File: src/sv/hhfe_pkg.sv
package hhfe_pkg;

    // Largest header name that is compared, in bytes
    localparam int NAME_MAX_BYTES  = 16;
    // Largest value that is copied, in bytes
    localparam int VALUE_MAX_BYTES = 1023;

    localparam logic [4:0] NAME_CAP  = 5'(NAME_MAX_BYTES);
    localparam logic [9:0] LIMIT_CAP = 10'(VALUE_MAX_BYTES);

    // Lookup status codes, valid when done_res is set
    localparam logic [1:0] ST_FOUND     = 2'd0;
    localparam logic [1:0] ST_NOT_FOUND = 2'd1;
    localparam logic [1:0] ST_NO_COLON  = 2'd2;

    typedef struct packed {
        logic [7:0] text_byte;
        logic       last;
    } text_item_t;

    typedef struct packed {
        logic [7:0] value_byte;
        logic       byte_valid;
        logic       done_res;
        logic [1:0] status;
        logic [9:0] value_length;
    } result_item_t;

    typedef struct packed {
        logic [63:0] name_bytes_low;
        logic [63:0] name_bytes_high;
        logic [4:0]  name_length;
        logic [9:0]  copy_limit;
        logic        accept_bare_lf;
    } cfg_t;

endpackage

File: src/sv/http_header_field_extractor.sv
// Streaming header field lookup. Header text enters one byte per transaction on the text
// channel, with last marking the final byte of a header block; a NUL byte also ends the
// text. The block finds the first line that begins with the configured name (prefix
// match), moves to the next colon, skips linear white space including folded lines, and
// then returns one result transaction per copied value byte, the final one carrying
// done_res with the status and, when found, the value length. At most one result leaves
// for each byte. Throughput is one byte per clock unless a stalled result blocks the
// output: the phase, match position and copy count are updated combinationally between
// the input register and the result register, and that state update sets the rate. A
// byte's result is made from the input register and held in the result register. Write
// configuration only while no lookup is in flight; writes act from the next byte on.
module http_header_field_extractor
(
    input  logic                   clk,
    input  logic                   rst_n,

    input  logic                   text_valid,
    output logic                   text_stall,
    input  hhfe_pkg::text_item_t   text,

    output logic                   result_valid,
    input  logic                   result_stall,
    output hhfe_pkg::result_item_t result,

    input  logic                   cfg_valid,
    output logic                   cfg_ready,
    input  logic [2:0]             cfg_index,
    input  logic [63:0]            cfg_data
);

    localparam logic [2:0] REG_NAME_LOW  = 3'd0;
    localparam logic [2:0] REG_NAME_HIGH = 3'd1;
    localparam logic [2:0] REG_NAME_LEN  = 3'd2;
    localparam logic [2:0] REG_LIMIT     = 3'd3;
    localparam logic [2:0] REG_BARE_LF   = 3'd4;

    hhfe_pkg::cfg_t         cfg_reg;
    hhfe_pkg::text_item_t   in_reg;
    logic                   in_valid_reg;
    hhfe_pkg::result_item_t out_reg;
    logic                   out_valid_reg;

    logic                   go;
    logic                   produce;
    logic                   out_free;
    logic                   text_take;
    hhfe_pkg::result_item_t step_result;

    // Configuration writes never wait
    assign cfg_ready = 1'b1;

    always_ff @(posedge clk or negedge rst_n)
    begin
        if (!rst_n)
        begin
            cfg_reg.name_bytes_low  <= '0;
            cfg_reg.name_bytes_high <= '0;
            cfg_reg.name_length     <= 5'd1;
            cfg_reg.copy_limit      <= 10'd1023;
            cfg_reg.accept_bare_lf  <= 1'b0;
        end
        else if (cfg_valid && cfg_ready)
        begin
            // drop writes to indexes beyond the register list
            unique case (cfg_index)
                REG_NAME_LOW:  cfg_reg.name_bytes_low  <= cfg_data;
                REG_NAME_HIGH: cfg_reg.name_bytes_high <= cfg_data;
                REG_NAME_LEN:  cfg_reg.name_length     <= cfg_data[4:0];
                REG_LIMIT:     cfg_reg.copy_limit      <= cfg_data[9:0];
                REG_BARE_LF:   cfg_reg.accept_bare_lf  <= cfg_data[0];
                default:
                begin
                end
            endcase
        end
    end

    // Advance a held byte when its result, if any, has room in the output register
    assign out_free   = !out_valid_reg || !result_stall;
    assign go         = in_valid_reg && (!produce || out_free);
    assign text_stall = in_valid_reg && !go;
    assign text_take  = text_valid && !text_stall;

    hhfe_engine u_engine
    (
        .clk     (clk),
        .rst_n   (rst_n),
        .go      (go),
        .item    (in_reg),
        .cfg     (cfg_reg),
        .produce (produce),
        .result  (step_result)
    );

    // Input register: holds one byte awaiting its state update
    always_ff @(posedge clk or negedge rst_n)
    begin
        if (!rst_n)
            in_valid_reg <= 1'b0;
        else if (text_take)
            in_valid_reg <= 1'b1;
        else if (go)
            in_valid_reg <= 1'b0;
    end

    always_ff @(posedge clk)
    begin
        if (text_take)
            in_reg <= text;
    end

    // Result register: hold while stalled, load a new result when one is produced
    always_ff @(posedge clk or negedge rst_n)
    begin
        if (!rst_n)
            out_valid_reg <= 1'b0;
        else if (go && produce)
            out_valid_reg <= 1'b1;
        else if (!result_stall)
            out_valid_reg <= 1'b0;
    end

    always_ff @(posedge clk)
    begin
        if (go && produce)
            out_reg <= step_result;
    end

    assign result_valid = out_valid_reg;
    assign result       = out_reg;

    a_produce_lands: assert property (@(posedge clk) disable iff (!rst_n)
        go && produce |=> result_valid)
        else $error("produced result did not reach the output register");

    a_empty_is_done: assert property (@(posedge clk) disable iff (!rst_n)
        result_valid && !result.byte_valid |-> result.done_res)
        else $error("result without a value byte is not a final result");

    a_partial_clean: assert property (@(posedge clk) disable iff (!rst_n)
        result_valid && !result.done_res |->
            result.status == hhfe_pkg::ST_FOUND && result.value_length == 10'd0)
        else $error("non-final result carries status or length");

    a_stall_cause: assert property (@(posedge clk) disable iff (!rst_n)
        text_stall |-> in_valid_reg && result_valid && result_stall)
        else $error("text stalled without a blocked result");

endmodule

File: src/sv/hhfe_engine.sv
module hhfe_engine
(
    input  logic                  clk,
    input  logic                  rst_n,
    input  logic                  go,
    input  hhfe_pkg::text_item_t  item,
    input  hhfe_pkg::cfg_t        cfg,
    output logic                  produce,
    output hhfe_pkg::result_item_t result
);

    localparam logic [7:0] CH_CR    = 8'h0D;
    localparam logic [7:0] CH_LF    = 8'h0A;
    localparam logic [7:0] CH_SP    = 8'h20;
    localparam logic [7:0] CH_TAB   = 8'h09;
    localparam logic [7:0] CH_COLON = 8'h3A;
    localparam logic [7:0] CH_NUL   = 8'h00;

    typedef enum logic [3:0] {
        PH_MATCH,
        PH_SKIP,
        PH_COLON,
        PH_LWS,
        PH_LWS_CR,
        PH_LWS_CRLF,
        PH_LWS_LF,
        PH_COPY,
        PH_DONE
    } phase_t;

    phase_t      phase_reg, phase_next;
    logic [3:0]  pos_reg, pos_next;
    logic [9:0]  count_reg, count_next;

    logic [7:0]   b;
    logic         is_wsp;
    logic [127:0] name_word;
    logic [7:0]   name_byte;
    logic [4:0]   name_len_eff;
    logic [4:0]   pos_inc;
    logic [9:0]   limit;
    logic [9:0]   count_inc;
    logic         count_hit;
    logic         inc_hit;

    assign b            = item.text_byte;
    assign is_wsp       = (b == CH_SP) || (b == CH_TAB);
    assign name_word    = {cfg.name_bytes_high, cfg.name_bytes_low};
    assign name_byte    = name_word[{pos_reg, 3'b000} +: 8];
    assign name_len_eff = (cfg.name_length > hhfe_pkg::NAME_CAP) ? hhfe_pkg::NAME_CAP
                                                                  : cfg.name_length;
    assign pos_inc      = {1'b0, pos_reg} + 5'd1;
    assign limit        = (cfg.copy_limit > hhfe_pkg::LIMIT_CAP) ? hhfe_pkg::LIMIT_CAP
                                                                  : cfg.copy_limit;
    assign count_inc    = count_reg + 10'd1;
    assign count_hit    = (count_reg >= limit);
    assign inc_hit      = (count_inc >= limit);

    always_comb
    begin
        phase_next = phase_reg;
        pos_next   = pos_reg;
        count_next = count_reg;
        result     = '0;
        produce    = 1'b0;

        // an empty name matches right at the start of the text
        if (phase_next == PH_MATCH && name_len_eff == 5'd0)
        begin
            pos_next   = '0;
            phase_next = PH_COLON;
        end

        if (phase_next != PH_DONE && b != CH_NUL)
        begin
            unique case (phase_next)
                PH_MATCH:
                begin
                    if (b == name_byte)
                    begin
                        if (pos_inc >= name_len_eff)
                        begin
                            pos_next   = '0;
                            phase_next = PH_COLON;
                        end
                        else
                        begin
                            pos_next = pos_inc[3:0];
                        end
                    end
                    else
                    begin
                        pos_next   = '0;
                        phase_next = (b == CH_LF) ? PH_MATCH : PH_SKIP;
                    end
                end
                PH_SKIP:
                begin
                    if (b == CH_LF)
                        phase_next = PH_MATCH;
                end
                PH_COLON:
                begin
                    if (b == CH_COLON)
                        phase_next = PH_LWS;
                end
                PH_LWS, PH_COPY:
                begin
                    if (phase_next == PH_LWS && is_wsp)
                    begin
                        phase_next = PH_LWS;
                    end
                    else if (phase_next == PH_LWS && b == CH_CR)
                    begin
                        phase_next = PH_LWS_CR;
                    end
                    else if (phase_next == PH_LWS && b == CH_LF && cfg.accept_bare_lf)
                    begin
                        phase_next = PH_LWS_LF;
                    end
                    else if (b == CH_CR || b == CH_LF)
                    begin
                        // line ends: value complete (empty when still in white space)
                        produce             = 1'b1;
                        result.done_res     = 1'b1;
                        result.status       = hhfe_pkg::ST_FOUND;
                        result.value_length = (phase_next == PH_COPY) ? count_reg : 10'd0;
                        phase_next          = PH_DONE;
                    end
                    else
                    begin
                        // copy one value byte unless the limit is already reached
                        phase_next = PH_COPY;
                        produce    = 1'b1;
                        if (count_hit)
                        begin
                            result.done_res     = 1'b1;
                            result.status       = hhfe_pkg::ST_FOUND;
                            result.value_length = count_reg;
                            phase_next          = PH_DONE;
                        end
                        else
                        begin
                            result.value_byte = b;
                            result.byte_valid = 1'b1;
                            count_next        = count_inc;
                            if (inc_hit)
                            begin
                                result.done_res     = 1'b1;
                                result.status       = hhfe_pkg::ST_FOUND;
                                result.value_length = count_inc;
                                phase_next          = PH_DONE;
                            end
                        end
                    end
                end
                PH_LWS_CR:
                begin
                    if (b == CH_LF)
                    begin
                        phase_next = PH_LWS_CRLF;
                    end
                    else
                    begin
                        produce         = 1'b1;
                        result.done_res = 1'b1;
                        result.status   = hhfe_pkg::ST_FOUND;
                        phase_next      = PH_DONE;
                    end
                end
                PH_LWS_CRLF, PH_LWS_LF:
                begin
                    if (is_wsp)
                    begin
                        phase_next = PH_LWS;
                    end
                    else
                    begin
                        produce         = 1'b1;
                        result.done_res = 1'b1;
                        result.status   = hhfe_pkg::ST_FOUND;
                        phase_next      = PH_DONE;
                    end
                end
                default:
                begin
                end
            endcase
        end

        // end of text closes the lookup, keeping a byte copied in this step
        if (phase_next != PH_DONE && (b == CH_NUL || item.last))
        begin
            produce         = 1'b1;
            result.done_res = 1'b1;
            unique case (phase_next)
                PH_MATCH, PH_SKIP:
                    result.status = hhfe_pkg::ST_NOT_FOUND;
                PH_COLON:
                    result.status = hhfe_pkg::ST_NO_COLON;
                PH_COPY:
                begin
                    result.status       = hhfe_pkg::ST_FOUND;
                    result.value_length = count_next;
                end
                default:
                    result.status = hhfe_pkg::ST_FOUND;
            endcase
            phase_next = PH_DONE;
        end

        if (item.last)
        begin
            phase_next = PH_MATCH;
            pos_next   = '0;
            count_next = '0;
        end
    end

    always_ff @(posedge clk or negedge rst_n)
    begin
        if (!rst_n)
        begin
            phase_reg <= PH_MATCH;
            pos_reg   <= '0;
            count_reg <= '0;
        end
        else if (go)
        begin
            phase_reg <= phase_next;
            pos_reg   <= pos_next;
            count_reg <= count_next;
        end
    end

endmodule

File: config.mk
export PLATFORM = sky130hd
export DESIGN_NAME = http_header_field_extractor
export DESIGN_NICKNAME = d
export VERILOG_FILES = /design/src/sv/hhfe_pkg.sv /design/src/sv/http_header_field_extractor.sv /design/src/sv/hhfe_engine.sv
export SDC_FILE = /design/constraint.sdc
export NUM_CORES = 1
export LEC_CHECK = 0
export BUFFER_PORTS_ARGS = -buffer_cell sky130_fd_sc_hd__buf_4
export CAP_MARGIN = 20
export CORE_ASPECT_RATIO = 1.4
export CORE_MARGIN = 2
export CORE_UTILIZATION = 53
export CTS_BUF_LIST = sky130_fd_sc_hd__clkbuf_8 sky130_fd_sc_hd__clkbuf_16
export CTS_CLUSTER_SIZE = 8
export DETAILED_ROUTE_END_ITERATION = 6
export PLACE_DENSITY = 0.81
export SLEW_MARGIN = 20
export SYNTH_ARGS = -nofsm -noshare
export SYNTH_HDL_FRONTEND = slang
export SYNTH_SLANG_ARGS = --single-unit
File: constraint.sdc
create_clock -name clk -period 7.1 [get_ports clk]
set_input_delay 2.13 -clock clk [delete_from_list [all_inputs] [get_ports clk]]
set_output_delay 2.13 -clock clk [all_outputs]
set_load 0.05 [all_outputs]
# After elaboration in Yosys (flattened, before gate mapping)

Cells that the tools add are included.

Add/subtract/negate cells: 2
$lt $le $gt $ge: 5
Equal/unequal tests: 23
Shift operators: 1
Muxes and demuxes: 63
Bitwise logic cells: 2
Reductions and logical operators: 39

Operators with widths:

| kind                                                                   | count |
|---|---|
| 128-bit by 8-bit indexed part select with 8-bit output                 | 1 |
| 10-bit 2-to-1 mux                                                      | 12 |
| 4-bit 2-to-1 mux                                                       | 22 |
| 22-bit 2-to-1 mux                                                      | 3 |
| 13-bit 2-to-1 mux                                                      | 4 |
| 8-bit by 4-bit equality test with 1-bit output (second input constant) | 3 |
| 4-bit case mux with 6 select lines                                     | 1 |
| 4-bit by 3-bit equality test with 1-bit output (second input constant) | 5 |
| 10-bit >= comparator                                                   | 2 |
| 9-bit 2-to-1 mux                                                       | 2 |
| 8-bit by 6-bit equality test with 1-bit output (second input constant) | 2 |
| 4-bit by 2-bit equality test with 1-bit output (second input constant) | 3 |
| 4-bit logical NOT                                                      | 3 |
| 1-bit 2-to-1 mux                                                       | 12 |
| 12-bit 2-to-1 mux                                                      | 1 |
| 1-bit logical AND                                                      | 11 |
| 10-bit by 1-bit adder with 10-bit output (second input constant)       | 1 |
| 10-bit greater-than comparator (second input constant)                 | 1 |
| 2-bit AND reduction                                                    | 5 |
| 3-bit case mux with 3 select lines                                     | 1 |
| 4-bit by 1-bit equality test with 1-bit output (second input constant) | 2 |
| 8-bit equality test                                                    | 1 |
| 8-bit logical NOT                                                      | 1 |
| 4-bit != test (second input constant)                                  | 2 |
| other kinds (21)                                                       | 34 |

Bits in registers: 195
Logic and storage cells: 152

# Depth between registers and ports, before layout

Depth in word-level cells: 24
Gate-level depth with buffers: 19
Depth with buffers taken out: 15

# Modules after synthesis

A second synthesis with hierarchy kept.

Cell total of the unflattened synthesis: 810
Area, all modules: 10890.4 um2

Modules (own cells, without submodules):

| module                      | instances | cells an instance | area each (um2) | seq. area each (um2) |
|---|---|---|---|---|
| http_header_field_extractor | 1         | 353               | 7063.0          | 4598.2 |
| hhfe_engine                 | 1         | 457               | 3827.4          | 450.4 |

# Worst setup path before layout

No wires, ideal clock.

Path kind: reg2out
Start point: register u_engine.count_reg[2]
End point: output text_stall
Arrival time: 3.845 ns
Required time: 4.970 ns
Slack: 1.125 ns
Stages on the path, launching flop included: 19
Cells stage by stage: dfrtp_1 buf_2 and3_1 and3_1 clkbuf_1 and3_1 clkbuf_1 and3_1 xor2_1 ha_1 nand4_1 a311oi_1 a221o_1 nor3_1 or4b_1 o221a_4 o22ai_1 nand2_1 and3_1

Longest elaborated chain between the ends: 18
Elaborated cells between the ends (all ways): 19
Those cells by class: 1 x add/sub; 2 x order compare; 1 x eq/ne; 9 x mux; 6 x reduce/logical

RTL lines:

| element                                  | RTL line                          | source |
|---|---|---|
| start, declared                          | hhfe_engine.sv:33                 | `logic [9:0] count_reg, count_next;` |
| start signal, assigned                   | hhfe_engine.sv:232                | `count_reg <= count_next;` |
| 10-bit by 1-bit adder with 10-bit output | hhfe_engine.sv:55                 | `assign count_inc = count_reg + 10'd1;` |
| 10-bit >= comparator                     | hhfe_engine.sv:57                 | `assign inc_hit = (count_inc >= limit);` |
| 4-bit 2-to-1 mux                         | hhfe_engine.sv:147                | `if (inc_hit)` |
| 4-bit 2-to-1 mux *                       | hhfe_engine.sv:135                | `if (count_hit)` |
| 4-bit 2-to-1 mux *                       | hhfe_engine.sv:121                | `else if (b == CH_CR \|\| b == CH_LF)` |
| 4-bit 2-to-1 mux *                       | hhfe_engine.sv:117                | `else if (phase_next == PH_LWS && b == CH_LF && cfg.accept_bare_lf)` |
| 4-bit 2-to-1 mux *                       | hhfe_engine.sv:113                | `else if (phase_next == PH_LWS && b == CH_CR)` |
| 4-bit 2-to-1 mux *                       | hhfe_engine.sv:109                | `if (phase_next == PH_LWS && is_wsp)` |
| (+2 left out)                            | --                                |  |
| 4-bit != test *                          | hhfe_engine.sv:192                | `if (phase_next != PH_DONE && (b == CH_NUL \|\| item.last))` |
| 1-bit logical AND *                      | hhfe_engine.sv:192                |  |
| 1-bit 2-to-1 mux *                       | hhfe_engine.sv:192                |  |
| 1-bit logical NOT *                      | http_header_field_extractor.sv:80 | `assign go = in_valid_reg && (!produce \|\| out_free);` |
| 1-bit logical OR *                       | http_header_field_extractor.sv:80 |  |
| 1-bit logical AND *                      | http_header_field_extractor.sv:80 |  |
| 1-bit logical NOT *                      | http_header_field_extractor.sv:81 | `assign text_stall = in_valid_reg && !go;` |
| 1-bit logical AND *                      | http_header_field_extractor.sv:81 |  |
| end, declared                            | http_header_field_extractor.sv:18 | `output logic text_stall,` |

Mark *: on every way between the ends. The rest lies on a longest branch, timed or not.

# Worst setup path after layout

Same ends and word-level chain as after synthesis.

==> flow_summary.ini <==
[run_status]
outcome = finished, final reports clean

[floorplanning]
num_rows = 60
fp.dieW_um = 122
floorplan.io_pins = 106
effective_utilization_at_floorplan_pct = 53.8
die_y_um = 169
die-area_mm2 = 0.0206
core_mm2 = 0.0191

[timing]
hold_viol_final = 0
timing.max_slew.rel_slack_pct = 26.9
tightestPinTransition_ns = 1.10
min_period_over_period_pct = 94.8
finalClockSkew_ns = 0.0105
count_of_pins_over_their_slew_limit = 0
unrepaired_setup_endpoints_after_global_routing = no
finalCriticalPeriod_ns = 6.73
timing.final.setup_violations = 0
finalSetupTns_ns = 0
achievable-frequency_ghz = 0.149
worst_hold_slack_ns = 0.507

[critical_path]
crit-reg2reg-capture = in_reg[7]
crit_type = flip-flop to primary output
worstSetupStartpoint = u_engine.count_reg[2]
crit_path_arrival_time_ns = 4.60
crit_path_start_kind = flip-flop
worst_setup_path_endpoint = text_stall
rr_startpoint = u_engine.count_reg[2]
worst-r2r-cell-count = 15
r2r_setup_slack_ns = 2.12
maximum_fanout_along_the_worst_path = 11
cp-end-kind = primary output
timing.critical_path.required_ns = 4.97

[grt]
global_route.overflow_total = 0
globalRouteTotalUtil_pct = 23.8
grt_start_max_net_pins = 65
first_pass_grt_wire_length_um = 37700
antenna_violations_before_repair = 0
grt_pass1_vias = 7257

[synthesis]
async_flop_share_pct = 84.1
fraction_of_synthesized_cell_area_taken_by_the_top_area_cell_type_pct = 37.2
postSynthRegisterBits = 195
postSynthCellCount = 838
synth_fp_nets = 944
syn_area_per_cell_um2 = 12.3
netlist-cell-type-count = 75
number_of_enable_type_register_cells_in_the_synthesized_netlist = 31
seq_area_frac_synth_pct = 49.0
synth_top_flop_cell = sky130_fd_sc_hd__dfrtp_1
ys_warn_count = 0
synth.cell_area_mm2 = 0.0103
synth_largest_area_cell = sky130_fd_sc_hd__dfrtp_1
synth.top_cells.by_area = sky130_fd_sc_hd__dfrtp_1, sky130_fd_sc_hd__mux2_2, sky130_fd_sc_hd__edfxtp_1

[final_layout]
post-route-cell-area_mm2 = 0.0118
layout-drive-gt1-share_pct = 35.9
n_fill_cell = 1522
largest_register_ff_count = 144
synthToLayoutAreaGrowth_pct = 14.8
mostFrequentLayoutCell = sky130_fd_sc_hd__dfrtp_1
layout.cells.most_common_list = sky130_fd_sc_hd__dfrtp_1, sky130_fd_sc_hd__mux2_2, sky130_fd_sc_hd__buf_4
final_antenna_diode_count = 0
final_net_count = 1026

[cts]
cts_tree = yes
clkTransAtPathRegs_ns = 0.07
clock-sinks = 195
post_cts_hold_buffer_count = 0
cts_max_path_buffers = 2
cts_inserted_buffers = 17
postCtsSetupBuffers = 0
worst_skew_pair.late_latency_ns = 0.44
post_cts_resized = 0
cts_htree_levels = 4
root_buffer = sky130_fd_sc_hd__clkbuf_16

[route]
detailedRoute.firstIterationViolations = 635
drtPass1Iterations = 5
drc = 0
routed_wire_length_per_instance_um = 19.8
postRouteAntennaNets = 0
routed-via-count = 7000
postRouteWirelength_um = 23400
via_per_inst = 5.93

[pwr]
p_comb_share_pct = 26.8
leakage_nw = 4.93
seq_power_share_pct = 44.9
power_switching_w = 0.00110
power_density_mw_per_mm2 = 292
clockPowerShare_pct = 28.3
intPower_w = 0.00236
design_power_total_w = 0.00346
vdd.ir_drop.worst_v = 0.000161
netSwitchingFraction_pct = 31.7

[place]
dpl_cell_area_mm2 = 0.0112
port_buffer_count = 104
routabilityCongestion = 0.922
dpl.hpwl_um = 16800

[flow_run]
max_cap_viol_count = 0

[worst_hold_path]
type_of_the_tightest_min_delay_check = flip-flop to flip-flop
-- area by class of cell --
cell class                 count  area [µm²]  share of cell area (%)
sequential                   195        5050                    42.7
multi-input combinational    566        4910                    41.5
timing repair buffer         114         860                    7.27
clock buffer                  18         450                    3.81
tap                          248         310                    2.62
clock inverter                13         145                    1.23
inverter                      26        97.6                   0.825
-- per-layer routing --
layer | up-vias | GRT usage, % | part of all wire [%]
li1 | 3265 | - | -
met1 | 3517 | 28.2 | 40
met2 | 170 | 42.9 | 54
met3 | 48 | 3.64 | 3.2
met4 | 0 | 9.15 | 3.1
met5 | - | 0 | 0
-- critical path, stage by stage, from the launching register on --
cell	delay (ns)
sky130_fd_sc_hd__dfrtp_1	0.55
sky130_fd_sc_hd__and3_1	0.23
sky130_fd_sc_hd__and3_1	0.26
sky130_fd_sc_hd__and3_1	0.29
sky130_fd_sc_hd__and3_1	0.26
sky130_fd_sc_hd__xor2_1	0.11
sky130_fd_sc_hd__ha_1	0.32
sky130_fd_sc_hd__nand4_1	0.09
sky130_fd_sc_hd__a311oi_1	0.21
sky130_fd_sc_hd__a221o_1	0.30
sky130_fd_sc_hd__nor3_1	0.11
sky130_fd_sc_hd__or4b_1	0.55
sky130_fd_sc_hd__o221a_4	0.16
sky130_fd_sc_hd__o22ai_1	0.18
sky130_fd_sc_hd__nand2_1	0.15
sky130_fd_sc_hd__and3_1	0.21
sky130_fd_sc_hd__buf_4	0.18
-- power groups by stage --
stage | Combinational, W | Sequential [W] | Clock [W]
2_1_floorplan | 0.000606 | 0.00160 | 0
3_3_place_gp | 0.000900 | 0.00156 | 0
6_report | 0.000926 | 0.00155 | 0.000980
5_1_grt | 0.00100 | 0.00158 | 0.00104
4_1_cts | 0.000927 | 0.00155 | 0.000990
3_5_place_dp | 0.000920 | 0.00157 | 0
-- cell families (layout without fill, tap and decap cells) --
family | Yosys count | after routing | synth area share (%)
compound gates | 143 | 143 | 10.4
other cells | 1 | 1 | 0.0364
buf+inv | 77 | 171 | 3.39
fa+ha+maj | 25 | 25 | 3.04
simple gates | 167 | 167 | 8.60
xor+xnor | 31 | 31 | 2.64
mux | 199 | 199 | 22.9
flops | 195 | 195 | 49.0
-- Yosys cell counts, types with 5 or more instances --
cell,instances
sky130_fd_sc_hd__dfrtp_1,153
sky130_fd_sc_hd__mux2_2,144
sky130_fd_sc_hd__mux2i_1,40
sky130_fd_sc_hd__nand2_1,35
sky130_fd_sc_hd__nor2_1,34
sky130_fd_sc_hd__clkbuf_1,31
sky130_fd_sc_hd__edfxtp_1,31
sky130_fd_sc_hd__inv_1,26
sky130_fd_sc_hd__ha_1,25
sky130_fd_sc_hd__xnor2_1,22
sky130_fd_sc_hd__a21oi_1,20
sky130_fd_sc_hd__and2_1,17
sky130_fd_sc_hd__o21ai_0,17
sky130_fd_sc_hd__mux4_2,15
sky130_fd_sc_hd__and3_1,13
sky130_fd_sc_hd__nand3_1,13
sky130_fd_sc_hd__dfstp_2,11
sky130_fd_sc_hd__nor2b_1,11
sky130_fd_sc_hd__nor3_1,11
sky130_fd_sc_hd__o22ai_1,11
sky130_fd_sc_hd__a21o_1,9
sky130_fd_sc_hd__a22oi_1,9
sky130_fd_sc_hd__buf_2,9
sky130_fd_sc_hd__nand2b_1,9
sky130_fd_sc_hd__xor2_1,9
sky130_fd_sc_hd__a221oi_1,8
sky130_fd_sc_hd__a22o_1,8
sky130_fd_sc_hd__a31o_2,6
sky130_fd_sc_hd__a31oi_1,6
sky130_fd_sc_hd__o21a_1,6
sky130_fd_sc_hd__buf_6,5
-- metrics by stage --
stage / setup WS, ns / instances / util, %
6_report: 0.371 / 1180 / 61.8
2_1_floorplan: 1.13 / 838 / -
4_1_cts: 0.381 / 1180 / 61.8
5_1_grt: 0.156 / 1180 / 61.8
3_5_place_dp: 0.856 / 1149 / 58.6
3_3_place_gp: 0.939 / 1149 / 58.6
-- worst min-delay path by stage --
stage | startpoint | end | slack, ns | cells past startpoint
4_1_cts | cfg_reg[40] | cfg_reg[40] | 0.51 | 1
2_1_floorplan | cfg_reg[102] | cfg_reg[102] | 0.48 | 1
3_5_place_dp | cfg_reg[40] | cfg_reg[40] | 0.49 | 1
3_3_place_gp | cfg_reg[76] | cfg_reg[76] | 0.48 | 1
5_1_grt | cfg_reg[96] | cfg_reg[96] | 0.52 | 1
6_report | cfg_reg[50] | cfg_reg[50] | 0.51 | 1
(Power assumes the default switching activity.)
